--- src/hw/rtl/tde_pkg.sv ---
// ----------------------------------------------------------------------------
// Taylor dispersion evaluator package
// Shared widths, codes, payload words and the controller/datapath interface.
// ----------------------------------------------------------------------------
package tde_pkg;

	localparam int DATA_W        = 32;
	localparam int ACC_W         = 48;
	localparam int MAG_W         = ACC_W + 1;
	localparam int HI_W          = MAG_W - DATA_W;
	localparam int PROD_W        = 2 * DATA_W;
	localparam int FULL_W        = MAG_W + DATA_W;
	localparam int FRAC_W        = 16;
	localparam int Q_W           = FULL_W - FRAC_W;
	localparam int CNT_W         = 3;
	localparam int OP_W          = 2;
	localparam int IDX_W         = 3;
	localparam int MAX_COEFS_DEF = 6;
	localparam int DIV_BITS      = 8;
	localparam int DIV_STEPS     = ACC_W / DIV_BITS;
	localparam int STEP_W        = $clog2(DIV_STEPS);

	localparam logic [OP_W-1:0] OP_PHASE = 2'd0;
	localparam logic [OP_W-1:0] OP_GD    = 2'd1;
	localparam logic [OP_W-1:0] OP_GDD   = 2'd2;
	localparam logic [OP_W-1:0] OP_NONE  = 2'd3;

	localparam logic [IDX_W-1:0] REG_CENTER = 3'd0;
	localparam logic [IDX_W-1:0] REG_COUNT  = 3'd1;
	localparam logic [IDX_W-1:0] REG_COEF0  = 3'd2;

	localparam logic signed [ACC_W-1:0] ACC_MAX = {1'b0, {(ACC_W-1){1'b1}}};
	localparam logic signed [ACC_W-1:0] ACC_MIN = {1'b1, {(ACC_W-1){1'b0}}};

	typedef struct packed {
		logic [OP_W-1:0]          op;
		logic signed [DATA_W-1:0] frequency;
	} sample_t;

	typedef struct packed {
		logic signed [ACC_W-1:0] value;
		logic                    saturated;
	} result_t;

	typedef struct packed {
		logic [IDX_W-1:0]  index;
		logic [DATA_W-1:0] wdata;
	} cfg_t;

	typedef struct packed {
		logic             load;
		logic             sum;
		logic             use_coef;
		logic             negate;
		logic             mul_lo;
		logic             mul_hi;
		logic             comb;
		logic             div_init;
		logic             div_step;
		logic             div_fix;
		logic             addc;
		logic             emit;
		logic [CNT_W-1:0] idx;
		logic [CNT_W-1:0] divisor;
	} cmd_t;

	typedef struct packed {
		logic [OP_W-1:0]  op;
		logic [CNT_W-1:0] n;
		logic             out_free;
	} sts_t;

endpackage

--- src/hw/rtl/tde_chan_if.sv ---
// ----------------------------------------------------------------------------
// Valid/ready channel
// Carries one word of the given payload type per handshake.
// ----------------------------------------------------------------------------
interface tde_chan_if #(
	parameter type T = logic
);
	logic valid;
	logic ready;
	T     data;

	modport source (output valid, output data, input ready);
	modport sink (input valid, input data, output ready);
endinterface

--- src/hw/rtl/tde_ctrl.sv ---
// ----------------------------------------------------------------------------
// Taylor dispersion evaluator controller
// Sequences the Horner loop: accumulate, two-part multiply, digit-serial
// division, and the closing step of the phase and GDD ops.
// ----------------------------------------------------------------------------
module tde_ctrl (
	input  logic          clk,
	input  logic          arst_n,
	input  logic          in_valid,
	output logic          in_ready,
	input  tde_pkg::sts_t sts,
	output tde_pkg::cmd_t cmd
);

	typedef enum logic [10:0] {
		S_IDLE   = 11'b000_0000_0001,
		S_START  = 11'b000_0000_0010,
		S_SUM    = 11'b000_0000_0100,
		S_MUL_LO = 11'b000_0000_1000,
		S_MUL_HI = 11'b000_0001_0000,
		S_COMB   = 11'b000_0010_0000,
		S_DINIT  = 11'b000_0100_0000,
		S_DIV    = 11'b000_1000_0000,
		S_FIX    = 11'b001_0000_0000,
		S_ADDC   = 11'b010_0000_0000,
		S_DONE   = 11'b100_0000_0000
	} state_t;

	localparam logic [tde_pkg::STEP_W-1:0] STEP_LAST =
		tde_pkg::STEP_W'(tde_pkg::DIV_STEPS - 1);

	state_t                        state_q, state_d;
	logic [tde_pkg::CNT_W-1:0]     idx_q, idx_d;
	logic                          final_q, final_d;
	logic [tde_pkg::STEP_W-1:0]    step_q, step_d;
	logic [tde_pkg::CNT_W-1:0]     divisor;
	logic                          last;
	state_t                        nxt_state;
	logic [tde_pkg::CNT_W-1:0]     nxt_idx;
	logic                          nxt_final;

	always_comb begin
		unique case (sts.op)
			tde_pkg::OP_PHASE: divisor = idx_q + 3'd2;
			tde_pkg::OP_GD:    divisor = idx_q + 3'd1;
			default:           divisor = idx_q;
		endcase
		if (sts.op == tde_pkg::OP_GDD) begin
			last = (idx_q == 3'd1);
		end else begin
			last = (idx_q == '0);
		end
	end

	// Where to go once one Horner step has finished.
	always_comb begin
		nxt_state = S_SUM;
		nxt_idx   = idx_q;
		nxt_final = final_q;
		if (last) begin
			unique case (sts.op)
				tde_pkg::OP_PHASE: nxt_final = 1'b1;
				tde_pkg::OP_GD:    nxt_state = S_DONE;
				default:           nxt_state = S_ADDC;
			endcase
		end else begin
			nxt_idx = idx_q - 3'd1;
		end
	end

	always_comb begin
		state_d     = state_q;
		idx_d       = idx_q;
		final_d     = final_q;
		step_d      = step_q;
		in_ready    = 1'b0;
		cmd         = '0;
		cmd.idx     = idx_q;
		cmd.divisor = divisor;
		unique case (state_q)
			S_IDLE: begin
				in_ready = 1'b1;
				if (in_valid) begin
					cmd.load = 1'b1;
					state_d  = S_START;
				end
			end
			S_START: begin
				if (sts.n == '0 || sts.op == tde_pkg::OP_NONE) begin
					state_d = S_DONE;
				end else begin
					idx_d   = sts.n - 3'd1;
					final_d = 1'b0;
					if (sts.op == tde_pkg::OP_GDD && sts.n == 3'd1) begin
						state_d = S_ADDC;
					end else begin
						state_d = S_SUM;
					end
				end
			end
			S_SUM: begin
				cmd.sum      = 1'b1;
				cmd.use_coef = !final_q;
				cmd.negate   = final_q;
				state_d      = S_MUL_LO;
			end
			S_MUL_LO: begin
				cmd.mul_lo = 1'b1;
				state_d    = S_MUL_HI;
			end
			S_MUL_HI: begin
				cmd.mul_hi = 1'b1;
				state_d    = S_COMB;
			end
			S_COMB: begin
				cmd.comb = 1'b1;
				if (final_q) begin
					state_d = S_DONE;
				end else if (divisor == 3'd1) begin
					state_d = nxt_state;
					idx_d   = nxt_idx;
					final_d = nxt_final;
				end else begin
					state_d = S_DINIT;
				end
			end
			S_DINIT: begin
				cmd.div_init = 1'b1;
				step_d       = '0;
				state_d      = S_DIV;
			end
			S_DIV: begin
				cmd.div_step = 1'b1;
				if (step_q == STEP_LAST) begin
					state_d = S_FIX;
				end else begin
					step_d = step_q + 1'b1;
				end
			end
			S_FIX: begin
				cmd.div_fix = 1'b1;
				state_d     = nxt_state;
				idx_d       = nxt_idx;
				final_d     = nxt_final;
			end
			S_ADDC: begin
				cmd.addc = 1'b1;
				state_d  = S_DONE;
			end
			S_DONE: begin
				if (sts.out_free) begin
					cmd.emit = 1'b1;
					state_d  = S_IDLE;
				end
			end
			default: state_d = S_IDLE;
		endcase
	end

	always_ff @(posedge clk or negedge arst_n) begin
		if (!arst_n) begin
			state_q <= S_IDLE;
			idx_q   <= '0;
			final_q <= 1'b0;
			step_q  <= '0;
		end else begin
			state_q <= state_d;
			idx_q   <= idx_d;
			final_q <= final_d;
			step_q  <= step_d;
		end
	end

endmodule

--- src/hw/rtl/tde_datapath.sv ---
// ----------------------------------------------------------------------------
// Taylor dispersion evaluator datapath
// Configuration registers, accumulator, shared 32x32 multiplier, saturating
// combine, radix-256 constant divider and the result register.
// ----------------------------------------------------------------------------
module tde_datapath #(
	parameter int MAX_COEFS = tde_pkg::MAX_COEFS_DEF
) (
	input  logic             clk,
	input  logic             arst_n,
	input  tde_pkg::cmd_t    cmd,
	output tde_pkg::sts_t    sts,
	input  tde_pkg::sample_t sample_data,
	input  logic             cfg_we,
	input  tde_pkg::cfg_t    cfg_data,
	input  logic             result_ready,
	output logic             result_valid,
	output tde_pkg::result_t result_data
);

	localparam int DATA_W = tde_pkg::DATA_W;
	localparam int ACC_W  = tde_pkg::ACC_W;
	localparam int MAG_W  = tde_pkg::MAG_W;
	localparam int HI_W   = tde_pkg::HI_W;
	localparam int PROD_W = tde_pkg::PROD_W;
	localparam int FULL_W = tde_pkg::FULL_W;
	localparam int FRAC_W = tde_pkg::FRAC_W;
	localparam int Q_W    = tde_pkg::Q_W;
	localparam int CNT_W  = tde_pkg::CNT_W;
	localparam int DBITS  = tde_pkg::DIV_BITS;
	localparam int CI_W   = (MAX_COEFS > 1) ? $clog2(MAX_COEFS) : 1;
	localparam logic [CNT_W-1:0] N_MAX = CNT_W'(MAX_COEFS);

	// Configuration registers.
	logic signed [DATA_W-1:0] center_q;
	logic [CNT_W-1:0]         count_q;
	logic signed [DATA_W-1:0] coef_q [MAX_COEFS];

	// Per-item working state.
	logic [tde_pkg::OP_W-1:0] op_q;
	logic [CNT_W-1:0]         n_q;
	logic [DATA_W-1:0]        xmag_q;
	logic                     xneg_q;
	logic signed [ACC_W-1:0]  acc_q;
	logic                     sat_q;
	logic [MAG_W-1:0]         mag_q;
	logic                     pneg_q;
	logic [PROD_W-1:0]        plo_q;
	logic [HI_W+DATA_W-1:0]   phi_q;
	logic [ACC_W-1:0]         dmag_q;
	logic [CNT_W-1:0]         drem_q;
	logic                     dneg_q;
	logic                     out_valid_q;
	tde_pkg::result_t         out_q;

	logic signed [DATA_W:0]   x_full;
	logic signed [DATA_W-1:0] coef_sel;
	logic signed [MAG_W-1:0]  a_sum;
	logic [DATA_W-1:0]        mul_a;
	logic [PROD_W-1:0]        mul_p;
	logic [FULL_W-1:0]        full;
	logic [Q_W-1:0]           q;
	logic                     rem_nz;
	logic                     ovf_pos;
	logic                     ovf_neg;
	logic signed [ACC_W-1:0]  comb_res;
	logic                     comb_sat;
	logic signed [MAG_W-1:0]  c_sum;
	logic signed [ACC_W-1:0]  addc_res;
	logic                     addc_sat;
	logic [DBITS-1:0]         qbits;
	logic [CNT_W-1:0]         rem_nx;

	assign x_full = {sample_data.frequency[DATA_W-1], sample_data.frequency}
		- {center_q[DATA_W-1], center_q};

	// Accumulator plus the selected coefficient, then sign and magnitude.
	always_comb begin
		coef_sel = cmd.use_coef ? coef_q[cmd.idx[CI_W-1:0]] : '0;
		a_sum    = {{(MAG_W-ACC_W){acc_q[ACC_W-1]}}, acc_q}
			+ {{(MAG_W-DATA_W){coef_sel[DATA_W-1]}}, coef_sel};
	end

	assign mul_a = cmd.mul_hi ? DATA_W'(mag_q[MAG_W-1:DATA_W]) : mag_q[DATA_W-1:0];
	assign mul_p = mul_a * xmag_q;

	// Rebuild the full product, drop the fraction, round toward minus
	// infinity and clip to the 48-bit range.
	always_comb begin
		full    = {phi_q, {DATA_W{1'b0}}} + {{(FULL_W-PROD_W){1'b0}}, plo_q};
		q       = full[FULL_W-1:FRAC_W];
		rem_nz  = |full[FRAC_W-1:0];
		ovf_pos = |q[Q_W-1:ACC_W-1];
		ovf_neg = (|q[Q_W-1:ACC_W])
			|| (q[ACC_W-1] && ((|q[ACC_W-2:0]) || rem_nz));
		if (pneg_q) begin
			comb_sat = ovf_neg;
			comb_res = ovf_neg ? tde_pkg::ACC_MIN
				: ACC_W'(~q[ACC_W-1:0] + {{(ACC_W-1){1'b0}}, !rem_nz});
		end else begin
			comb_sat = ovf_pos;
			comb_res = ovf_pos ? tde_pkg::ACC_MAX : ACC_W'(q[ACC_W-1:0]);
		end
	end

	always_comb begin
		c_sum = {{(MAG_W-ACC_W){acc_q[ACC_W-1]}}, acc_q}
			+ {{(MAG_W-DATA_W){coef_q[0][DATA_W-1]}}, coef_q[0]};
		addc_sat = (c_sum[MAG_W-1] != c_sum[ACC_W-1]);
		if (addc_sat) begin
			addc_res = c_sum[MAG_W-1] ? tde_pkg::ACC_MIN : tde_pkg::ACC_MAX;
		end else begin
			addc_res = c_sum[ACC_W-1:0];
		end
	end

	// One radix-256 digit of restoring division by a divisor of at most 7.
	always_comb begin
		logic [CNT_W:0] r4;
		logic [CNT_W-1:0] r;
		r     = drem_q;
		qbits = '0;
		for (int b = 0; b < DBITS; b++) begin
			r4 = {r, dmag_q[ACC_W-1-b]};
			if (r4 >= {1'b0, cmd.divisor}) begin
				r4               = r4 - {1'b0, cmd.divisor};
				qbits[DBITS-1-b] = 1'b1;
			end
			r = r4[CNT_W-1:0];
		end
		rem_nx = r;
	end

	always_ff @(posedge clk or negedge arst_n) begin
		if (!arst_n) begin
			center_q <= '0;
			count_q  <= '0;
			for (int k = 0; k < MAX_COEFS; k++) begin
				coef_q[k] <= '0;
			end
		end else if (cfg_we) begin
			if (cfg_data.index == tde_pkg::REG_CENTER) begin
				center_q <= cfg_data.wdata;
			end
			if (cfg_data.index == tde_pkg::REG_COUNT) begin
				count_q <= cfg_data.wdata[CNT_W-1:0];
			end
			for (int k = 0; k < MAX_COEFS; k++) begin
				if (cfg_data.index == tde_pkg::IDX_W'(tde_pkg::REG_COEF0 + k)) begin
					coef_q[k] <= cfg_data.wdata;
				end
			end
		end
	end

	always_ff @(posedge clk or negedge arst_n) begin
		if (!arst_n) begin
			op_q        <= tde_pkg::OP_NONE;
			n_q         <= '0;
			out_valid_q <= 1'b0;
		end else begin
			if (cmd.load) begin
				op_q <= sample_data.op;
				n_q  <= (count_q > N_MAX) ? N_MAX : count_q;
			end
			if (cmd.emit) begin
				out_valid_q <= 1'b1;
			end else if (result_ready) begin
				out_valid_q <= 1'b0;
			end
		end
	end

	always_ff @(posedge clk) begin
		if (cmd.load) begin
			xneg_q <= x_full[DATA_W];
			xmag_q <= x_full[DATA_W] ? DATA_W'(-x_full) : DATA_W'(x_full);
			acc_q  <= '0;
			sat_q  <= 1'b0;
		end
		if (cmd.sum) begin
			mag_q  <= a_sum[MAG_W-1] ? MAG_W'(-a_sum) : MAG_W'(a_sum);
			pneg_q <= a_sum[MAG_W-1] ^ xneg_q ^ cmd.negate;
		end
		if (cmd.mul_lo) begin
			plo_q <= mul_p;
		end
		if (cmd.mul_hi) begin
			phi_q <= mul_p[HI_W+DATA_W-1:0];
		end
		if (cmd.comb) begin
			acc_q <= comb_res;
			sat_q <= sat_q | comb_sat;
		end
		if (cmd.div_init) begin
			dneg_q <= acc_q[ACC_W-1];
			dmag_q <= acc_q[ACC_W-1] ? ACC_W'(-acc_q) : ACC_W'(acc_q);
			drem_q <= '0;
		end
		if (cmd.div_step) begin
			dmag_q <= {dmag_q[ACC_W-DBITS-1:0], qbits};
			drem_q <= rem_nx;
		end
		if (cmd.div_fix) begin
			acc_q <= dneg_q ? ACC_W'(-dmag_q) : ACC_W'(dmag_q);
		end
		if (cmd.addc) begin
			acc_q <= addc_res;
			sat_q <= sat_q | addc_sat;
		end
		if (cmd.emit) begin
			out_q.value     <= acc_q;
			out_q.saturated <= sat_q;
		end
	end

	assign sts.op       = op_q;
	assign sts.n        = n_q;
	assign sts.out_free = !out_valid_q || result_ready;

	assign result_valid = out_valid_q;
	assign result_data  = out_q;

endmodule

--- src/hw/rtl/taylor_dispersion_evaluator_top.sv ---
// ----------------------------------------------------------------------------
// Taylor dispersion evaluator
// From accept to output register load: each Horner step is an accumulate and
// a two-part multiply, then the radix-256 divider unless it divides by one; the
// phase op adds a closing multiply and GDD a closing add. A zero count or unused
// op goes straight to the load, and the load waits while a result is held.
// One word in flight; the next is taken the cycle after that load.
// Reset clears the configuration.
// ----------------------------------------------------------------------------
module taylor_dispersion_evaluator_top #(
	parameter int MAX_COEFS = tde_pkg::MAX_COEFS_DEF
) (
	input logic        clk,
	input logic        arst_n,
	tde_chan_if.sink   sample,
	tde_chan_if.sink   cfg,
	tde_chan_if.source result
);

	tde_pkg::cmd_t cmd;
	tde_pkg::sts_t sts;
	logic          in_ready;

	assign sample.ready = in_ready;
	assign cfg.ready    = 1'b1;

	tde_ctrl u_ctrl (
		.clk      (clk),
		.arst_n   (arst_n),
		.in_valid (sample.valid),
		.in_ready (in_ready),
		.sts      (sts),
		.cmd      (cmd)
	);

	tde_datapath #(
		.MAX_COEFS (MAX_COEFS)
	) u_datapath (
		.clk          (clk),
		.arst_n       (arst_n),
		.cmd          (cmd),
		.sts          (sts),
		.sample_data  (sample.data),
		.cfg_we       (cfg.valid && cfg.ready),
		.cfg_data     (cfg.data),
		.result_ready (result.ready),
		.result_valid (result.valid),
		.result_data  (result.data)
	);

endmodule
--- src/flat_wrapper.sv ---
// flat-port wrapper written by rule: the top's interface ports become plain ports
module taylor_dispersion_evaluator_top_flat 
#(
	parameter int MAX_COEFS = tde_pkg::MAX_COEFS_DEF
)
  (clk, arst_n, sample_valid, sample_data, sample_ready, cfg_valid, cfg_data, cfg_ready, result_valid, result_data, result_ready);
  tde_chan_if sample_i ();
  tde_chan_if cfg_i ();
  tde_chan_if result_i ();
  input logic clk;
  input logic arst_n;
  input wire logic [$bits(sample_i.valid)-1:0] sample_valid;
  input wire logic [$bits(sample_i.data)-1:0] sample_data;
  output wire logic [$bits(sample_i.ready)-1:0] sample_ready;
  input wire logic [$bits(cfg_i.valid)-1:0] cfg_valid;
  input wire logic [$bits(cfg_i.data)-1:0] cfg_data;
  output wire logic [$bits(cfg_i.ready)-1:0] cfg_ready;
  output wire logic [$bits(result_i.valid)-1:0] result_valid;
  output wire logic [$bits(result_i.data)-1:0] result_data;
  input wire logic [$bits(result_i.ready)-1:0] result_ready;
  assign sample_i.valid = sample_valid;
  assign sample_i.data = sample_data;
  assign sample_ready = sample_i.ready;
  assign cfg_i.valid = cfg_valid;
  assign cfg_i.data = cfg_data;
  assign cfg_ready = cfg_i.ready;
  assign result_valid = result_i.valid;
  assign result_data = result_i.data;
  assign result_i.ready = result_ready;
  taylor_dispersion_evaluator_top #(.MAX_COEFS(MAX_COEFS)) u_core (.clk(clk), .arst_n(arst_n), .sample(sample_i), .cfg(cfg_i), .result(result_i));
endmodule
--- config.mk ---
export PLATFORM = sky130hd
export DESIGN_NAME = taylor_dispersion_evaluator_top_flat
export DESIGN_NICKNAME = d
export VERILOG_FILES = /design/src/hw/rtl/tde_pkg.sv /design/src/hw/rtl/tde_chan_if.sv /design/src/hw/rtl/tde_ctrl.sv /design/src/hw/rtl/tde_datapath.sv /design/src/hw/rtl/taylor_dispersion_evaluator_top.sv /design/src/flat_wrapper.sv
export SDC_FILE = /design/constraint.sdc
export NUM_CORES = 2
export LEC_CHECK = 0
export BUFFER_PORTS_ARGS = -buffer_cell sky130_fd_sc_hd__buf_2
export CORE_MARGIN = 2
export CORE_UTILIZATION = 35
export DETAILED_ROUTE_END_ITERATION = 8
export PLACE_DENSITY = 0.55
export SETUP_SLACK_MARGIN = 0.4
export SYNTH_ARGS = -nofsm -noshare
export SYNTH_HDL_FRONTEND = slang
export SYNTH_SLANG_ARGS = --single-unit
--- constraint.sdc ---
create_clock -name clk -period 15.4 [get_ports clk]
set_clock_uncertainty 0.05 [all_clocks]
set_input_delay 1.54 -clock clk [delete_from_list [all_inputs] [get_ports clk]]
set_output_delay 1.54 -clock clk [all_outputs]
set_load 0.05 [all_outputs]
**Word level (Yosys, flattened, before mapping)**

Memory sizes are Yosys's and may differ from the RTL's.
Cells that the tools add are included.

- ROM bits: 256
- Bits in registers: 320
- Input bits: 7
- Memories: 1
- Output and inout port bits: 4
- Logic and storage cells: 181

Memory list:

| memory | words | bits a word | rd ports | clocked after memory_dff | wr ports | RTL line | text |
|---|---|---|---|---|---|---|---|
| (no name shown) | 8 | 32 | 1 | 0 | 0 | tde_datapath.sv:79 | `coef_sel = cmd.use_coef ? coef_q[cmd.idx[CI_W-1:0]] : '0;` |

- Reduce and logical (&&, ||, !) cells: 26
- Equality and inequality tests: 22
- $add $sub $neg: 20
- Bitwise operators: 7
- Multiply operators: 1
- Magnitude comparators: 9
- Muxes and demuxes: 75

Operators by type and width:

| kind | number |
|---|---|
| $mux 48 | 12 |
| $mux 32 | 5 |
| $pmux 11 s10 | 1 |
| $neg 48->48 | 2 |
| $add 81x64->81 | 1 |
| $mux 11 | 6 |
| $mul 32x32->64 | 1 |
| $add 48x32->49 | 1 |
| $neg 49->49 | 1 |
| $add 48x1->48 | 1 |
| $not 48->48 | 1 |
| $reduce_or 47->1 | 1 |
| $mux 3 | 15 |
| $ge 4x3->1 | 8 |
| $neg 2->32 | 1 |
| $mux 1 | 31 |
| $sub 3x3->3 | 8 |
| $pmux 11 s2 | 1 |
| $pmux 3 s2 | 3 |
| $reduce_or 18->1 | 1 |
| $reduce_or 17->1 | 1 |
| $reduce_or 16->1 | 1 |
| $eq 11x1->1 const B | 1 |
| $eq 11x10->1 const B | 1 |
| 37 further kinds | 55 |

**Depth between registers and ports, before layout**

- Depth after elaboration: 19
- Gate-level depth with buffers: 65
- Mapped depth without buffers: 64

**Cells and area by module**

A second synthesis with hierarchy kept.

- Cells, all modules: 7704
- Area total of the unflattened synthesis: 72809.8 sq um

By module, submodules not included:

| module | area an instance (sq um) | sequential area each (sq um) | cells an instance | instances |
|---|---|---|---|---|
| tde_datapath | 71401.0 | 16223.1 | 7547 | 1 |
| tde_ctrl | 1393.8 | 451.7 | 154 | 1 |
| taylor_dispersion_evaluator_top | 15.0 | 0.0 | 3 | 1 |

**Least setup slack after synthesis**

Ideal clock, no wire load.

- Path kind: reg2reg
- Start point: register u_core.u_datapath.op_q[0] (netlist name)
- End point: register u_core.u_datapath.drem_q[2] (data pin)
- Setup slack: 3.483 ns
- Cell stages (with the launch flop): 64
- Path buffers: 2
- Arrival: 11.720 ns
- Required time: 15.203 ns
- Setup time: 0.147 ns
- Period minus slack after synthesis: 11.917 ns
- Cell sequence: dfstp_2 buf_2 nor2_1 xnor2_1 ha_1 and2_1 a221o_1 o21ai_0 o21ai_0 ha_1 a21oi_1 nand3_1 nand2_1 a21boi_0 inv_1 fa_1 a21bo_2 a211o_1 [28 not listed] nor3_1 a21oi_1 inv_1 ha_1 nand2_1 nand2_1 a21oi_1 nand2_1 or3_1 nand2_1 mux2i_1 xnor2_1 ha_1 a21oi_1 inv_1 a211o_1 or3b_2 a21oi_1

- Longest elaborated chain between the ends: 19
- Elaborated cells on any way between the ends: 28
- Classes of those cells: add/sub (8); order compare (8); eq/ne (1); mux (10); reduce/logical (1)

RTL lines:

| what | RTL line | text |
|---|---|---|
| from (decl) | tde_datapath.sv:40 | `logic [tde_pkg::OP_W-1:0] op_q;` |
| from (signal assigned) | tde_datapath.sv:158 | `op_q <= tde_pkg::OP_NONE;` |
| from (signal assigned) | tde_datapath.sv:163 | `op_q <= sample_data.op;` |
| $eq 2x1->1 / $logic_not 2->1 (equally long branches) | tde_ctrl.sv:43 | `unique case (sts.op)` |
| $pmux 3 s2 * | tde_ctrl.sv:43 |  |
| $ge 4x3->1 / $sub 3x3->3 (equally long branches) | tde_datapath.sv:125, tde_datapath.sv:126 |  |
| $mux 3 | tde_datapath.sv:125 | `if (r4 >= {1'b0, cmd.divisor}) begin` |
| $ge 4x3->1 / $sub 3x3->3 (equally long branches) | tde_datapath.sv:125, tde_datapath.sv:126 |  |
| $mux 3 | tde_datapath.sv:125 |  |
| $ge 4x3->1 / $sub 3x3->3 (equally long branches) | tde_datapath.sv:125, tde_datapath.sv:126 |  |
| $mux 3 | tde_datapath.sv:125 |  |
| [3 not listed] | n/a |  |
| $mux 3 | tde_datapath.sv:125 |  |
| $ge 4x3->1 / $sub 3x3->3 (equally long branches) | tde_datapath.sv:125, tde_datapath.sv:126 |  |
| $mux 3 | tde_datapath.sv:125 |  |
| $ge 4x3->1 / $sub 3x3->3 (equally long branches) | tde_datapath.sv:125, tde_datapath.sv:126 |  |
| $mux 3 | tde_datapath.sv:125 |  |
| $ge 4x3->1 / $sub 3x3->3 (equally long branches) | tde_datapath.sv:125, tde_datapath.sv:126 |  |
| $mux 3 * | tde_datapath.sv:125 |  |
| $mux 3 * | tde_datapath.sv:200 | `if (cmd.div_step) begin` |
| to (signal assigned) | tde_datapath.sv:202 | `drem_q <= rem_nx;` |
| to (decl) | tde_datapath.sv:51 | `logic [CNT_W-1:0] drem_q;` |

Every way passes the cells marked *; elsewhere a longest branch is shown, timed or not.
A chain may end at the register's enable or synchronous reset.

**Final worst setup path**

Same ends and word-level chain as after synthesis.

==> impl_metrics.toml <==
[place]
dp_slack_ns = 1.61
portBuffers = 9
place.gp.congestion = 0.938
post-dp-hpwl_um = 98900

[synthesis]
post_synth_adder_cell_area = 0.426
postSynthNetCount = 4626
yosysMostFrequentCell = "inv_1"
ys_dominant_reg_cell = "edfxtp_1"
synth.area.top_cells = "fa_1 (33%), edfxtp_1 (21%), ha_1 (10%)"
yosys.area.top_type_share = 0.326
post-synth-top-area-cell = "fa_1"
ys_seq_elements = 289
synth-warning-count = 0
combinational_family_with_the_most_area_after_synthesis = "adder cells"
synth_enable_flop_cells = 268
netlist_area_um2 = 38700
postSynthCellCount = 3680
muxShareOfSynthArea = 0.00706
ys_seq_area_frac = 0.222
fraction_of_the_mapped_netlist_area_in_compound_gates = 0.113
post_synth_most_frequent_cells = "inv_1 (669), fa_1 (630), ha_1 (309), edfxtp_1 (268), nor2_1 (226)"
synthSimpleGateAreaFrac = 0.106
postSynth.asyncResetShare = 0.0727
synth_xor_area_frac = 0.0509
synthesized_area_divided_by_synthesized_cell_count_um2 = 10.5
synth.lib_cells_used.distinct = 91

[route]
routedWlPerCell_um = 23.0
drt_first_pass_iters = 6
detailedRoute.firstIterationViolations = 2330
drt.antenna.violating_nets = 0
route.final.wire_length_um = 118000
route.detailed.vias_per_inst = 5.23
count_of_vias_placed_by_the_detailed_router = 27000
drc = 0

[sta]
finalCritPeriodShare = 0.895
rsz0062_at_grt = "true"
finalHoldViolations = 0
final_critical_path_setup_slack_ns = 1.62
final-max-slew-violation-count = 0
worst-slew-pin-transition_ns = 1.13
timing.fmax_ghz = 0.0726
finalSetupViolCount = 0
period_minus_slack_ns = 13.78
headroom_to_the_max_slew_limit = 0.241
setup_tns_ns = 0

[die]
die_y_um = 336
placeableCoreArea_um2 = 109000
x_dimension_of_the_die_um = 336
floorplan.initialDensity = 0.354
design.portCount = 11
floorplan.die_area_um2 = 113000
core.rowCount = 121

[worst_setup_path]
critical_path.n_buffers_inverters = 5
path_max_fanout = 8
crit_path_end_kind = "register"
critPathLaunchType = "register"
worst-endpoint-arrival_ns = 14.13
critical_r2r_launch = "u_core.u_datapath.op_q[0]$_DFFE_PN1P_"
cp_num_cells = 63
criticalPathCategory = "register to register"
cp_slowest_stage_delay_ns = 0.59
crit_path_top_delay_cell = "dfstp_2"
crit_required_ns = 15.75
r2r_end = "u_core.u_datapath.drem_q[2]$_SDFFCE_PN0P_"
reg2reg_slack_ns = 1.62
critical_path.most_common_cell = "a21oi_1"
r2r_cells = 63
critPathTopFamily = "compound AO/OA/AOI/OAI gates"

[final_layout]
ratio_of_cells_with_drive_above_1_in_the_final_layout = 0.0375
area.growth.synth_to_final_pct = 7.39
num-nets-final = 4598
antenna-diode-count = 0

[cts]
clk_latency_ns = 0.58
cts_setup_buffers = 0
clock-sinks = 289
cts-htree-levels = 2
clk_root_buffer_cell = "clkbuf_16"
tritoncts = "yes"
cts_max_path_buffers = 3
clkSlewWorstSetupHoldPaths_ns = 0.06
cts_buffers = 34

[worst_hold_path]
hold-path-endpoint = "u_core.u_datapath.result_data[0]$_DFFE_PP_"
worst_hold_path.num_cells = 0
hold_path.class = "register to register"
hold_path_startpoint = "u_core.u_datapath.sat_q$_SDFFCE_PN0P_"

[run_status]
run_status = "finished, final reports clean"

[global_route]
grt_pass1_wl_um = 180000
grt_antenna_before_repair = 2
grtUsageTotal = 0.215
largest_net_degree_at_the_start_of_global_routing = 72
grt_overflow_total = 0
first_global_vias = 27800

[run]
cap_viol_max_count = 0
==> logic make-up after synthesis <==
| logic type | after synthesis |
|---|---|
| mux | 27 |
| compound gates | 622 |
| other cells | 2 |
| xor+xnor | 223 |
| fa+ha+maj | 939 |
| buf+inv | 767 |
| simple gates | 811 |
| flops | 289 |
==> cells in the final DEF, fill, tap and decap left out, types with 19 or more instances in the layout <==
cell type,Yosys,routed
inv_1,669,669
fa_1,630,630
ha_1,309,309
edfxtp_1,268,268
nor2_1,226,226
nand2_1,184,183
xnor2_1,142,142
a21oi_1,130,129
o21ai_0,100,100
xor2_1,80,80
a21o_1,75,75
nand3_1,64,63
nor3_1,46,46
nor2b_1,41,41
o32ai_1,41,41
o31ai_1,36,36
clkbuf_16,0,34
nand4_1,30,30
or3_1,30,30
and3_1,28,28
nand2b_1,27,27
a31oi_1,27,26
mux2i_1,25,25
o21a_1,25,25
buf_4,1,25
and2_1,23,23
or4_1,23,23
nor4_1,21,21
o41ai_1,19,19
dfrtp_1,19,19
==> per-layer routing <==
metal | track usage | vias up | wire, um
li1 | - | 12300 | -
met1 | 0.302 | 13700 | 52600
met2 | 0.336 | 801 | 53800
met3 | 0.0444 | 132 | 8500
met4 | 0.0567 | 0 | 3360
met5 | 0 | - | 0
==> final cells by class <==
class / count / area, um^2
Clock inverter: 21 / 233
Fill cell: 10800 / 67600
Timing Repair Buffer: 34 / 233
Clock buffer: 40 / 873
Sequential cell: 289 / 8580
Multi-Input combinational cell: 2624 / 27200
Tap cell: 1476 / 1850
Inverter: 669 / 2510
==> registers in the layout, summed over array words and instances (netlist names) <==
register	flops
u_core.u_datapath.mag_q	49
u_core.u_ctrl.state_q	11
u_core.u_datapath.result_valid	1
u_core.u_datapath.drem_q	3
u_core.u_ctrl.step_q	3
u_core.u_datapath.xmag_q	2
u_core.u_datapath.xneg_q	1
u_core.u_ctrl.idx_q	3
u_core.u_datapath.plo_q	64
u_core.u_datapath.dneg_q	1
u_core.u_datapath.pneg_q	1
u_core.u_ctrl.final_q	1
u_core.u_datapath.center_q	1
u_core.u_datapath.sat_q	1
u_core.u_datapath.phi_q	49
u_core.u_datapath.result_data	1
u_core.u_datapath.op_q	1
u_core.u_datapath.dmag_q	48
u_core.u_datapath.acc_q	48
==> through the flow <==
stage,utilization,hold WS (ns),cells,area [um^2]
3_3_place_gp,0.370,0.425,5092,40400
2_1_floorplan,-,0.376,3680,38700
3_5_place_dp,0.370,0.421,5092,40400
6_report,0.380,0.424,5153,41500
5_1_grt,0.380,0.435,5153,41500
4_1_cts,0.380,0.435,5153,41500
==> how the worst max path moves through the flow <==
stage                                     startpoint                                        end  slack (ns)
2_1_floorplan  u_core.u_datapath.op_q[0]$_DFFE_PN1P_  u_core.u_datapath.drem_q[2]$_SDFFCE_PN0P_        3.48
3_3_place_gp   u_core.u_datapath.op_q[0]$_DFFE_PN1P_  u_core.u_datapath.drem_q[2]$_SDFFCE_PN0P_        1.59
3_5_place_dp   u_core.u_datapath.op_q[0]$_DFFE_PN1P_  u_core.u_datapath.drem_q[2]$_SDFFCE_PN0P_        1.61
4_1_cts        u_core.u_datapath.op_q[0]$_DFFE_PN1P_  u_core.u_datapath.drem_q[2]$_SDFFCE_PN0P_        1.57
5_1_grt        u_core.u_datapath.op_q[0]$_DFFE_PN1P_  u_core.u_datapath.drem_q[0]$_SDFFCE_PN0P_        0.40
6_report       u_core.u_datapath.op_q[0]$_DFFE_PN1P_  u_core.u_datapath.drem_q[2]$_SDFFCE_PN0P_        1.62
==> timing repair <==
item,CTS,global route
hold buffers,0,0
endpoints found under the setup margin,0,4
gates resized for setup,0,1
Power is left out: the tool's default activity adds up to more than one toggle a clock period on the data nets, which glitch-free logic cannot reach.
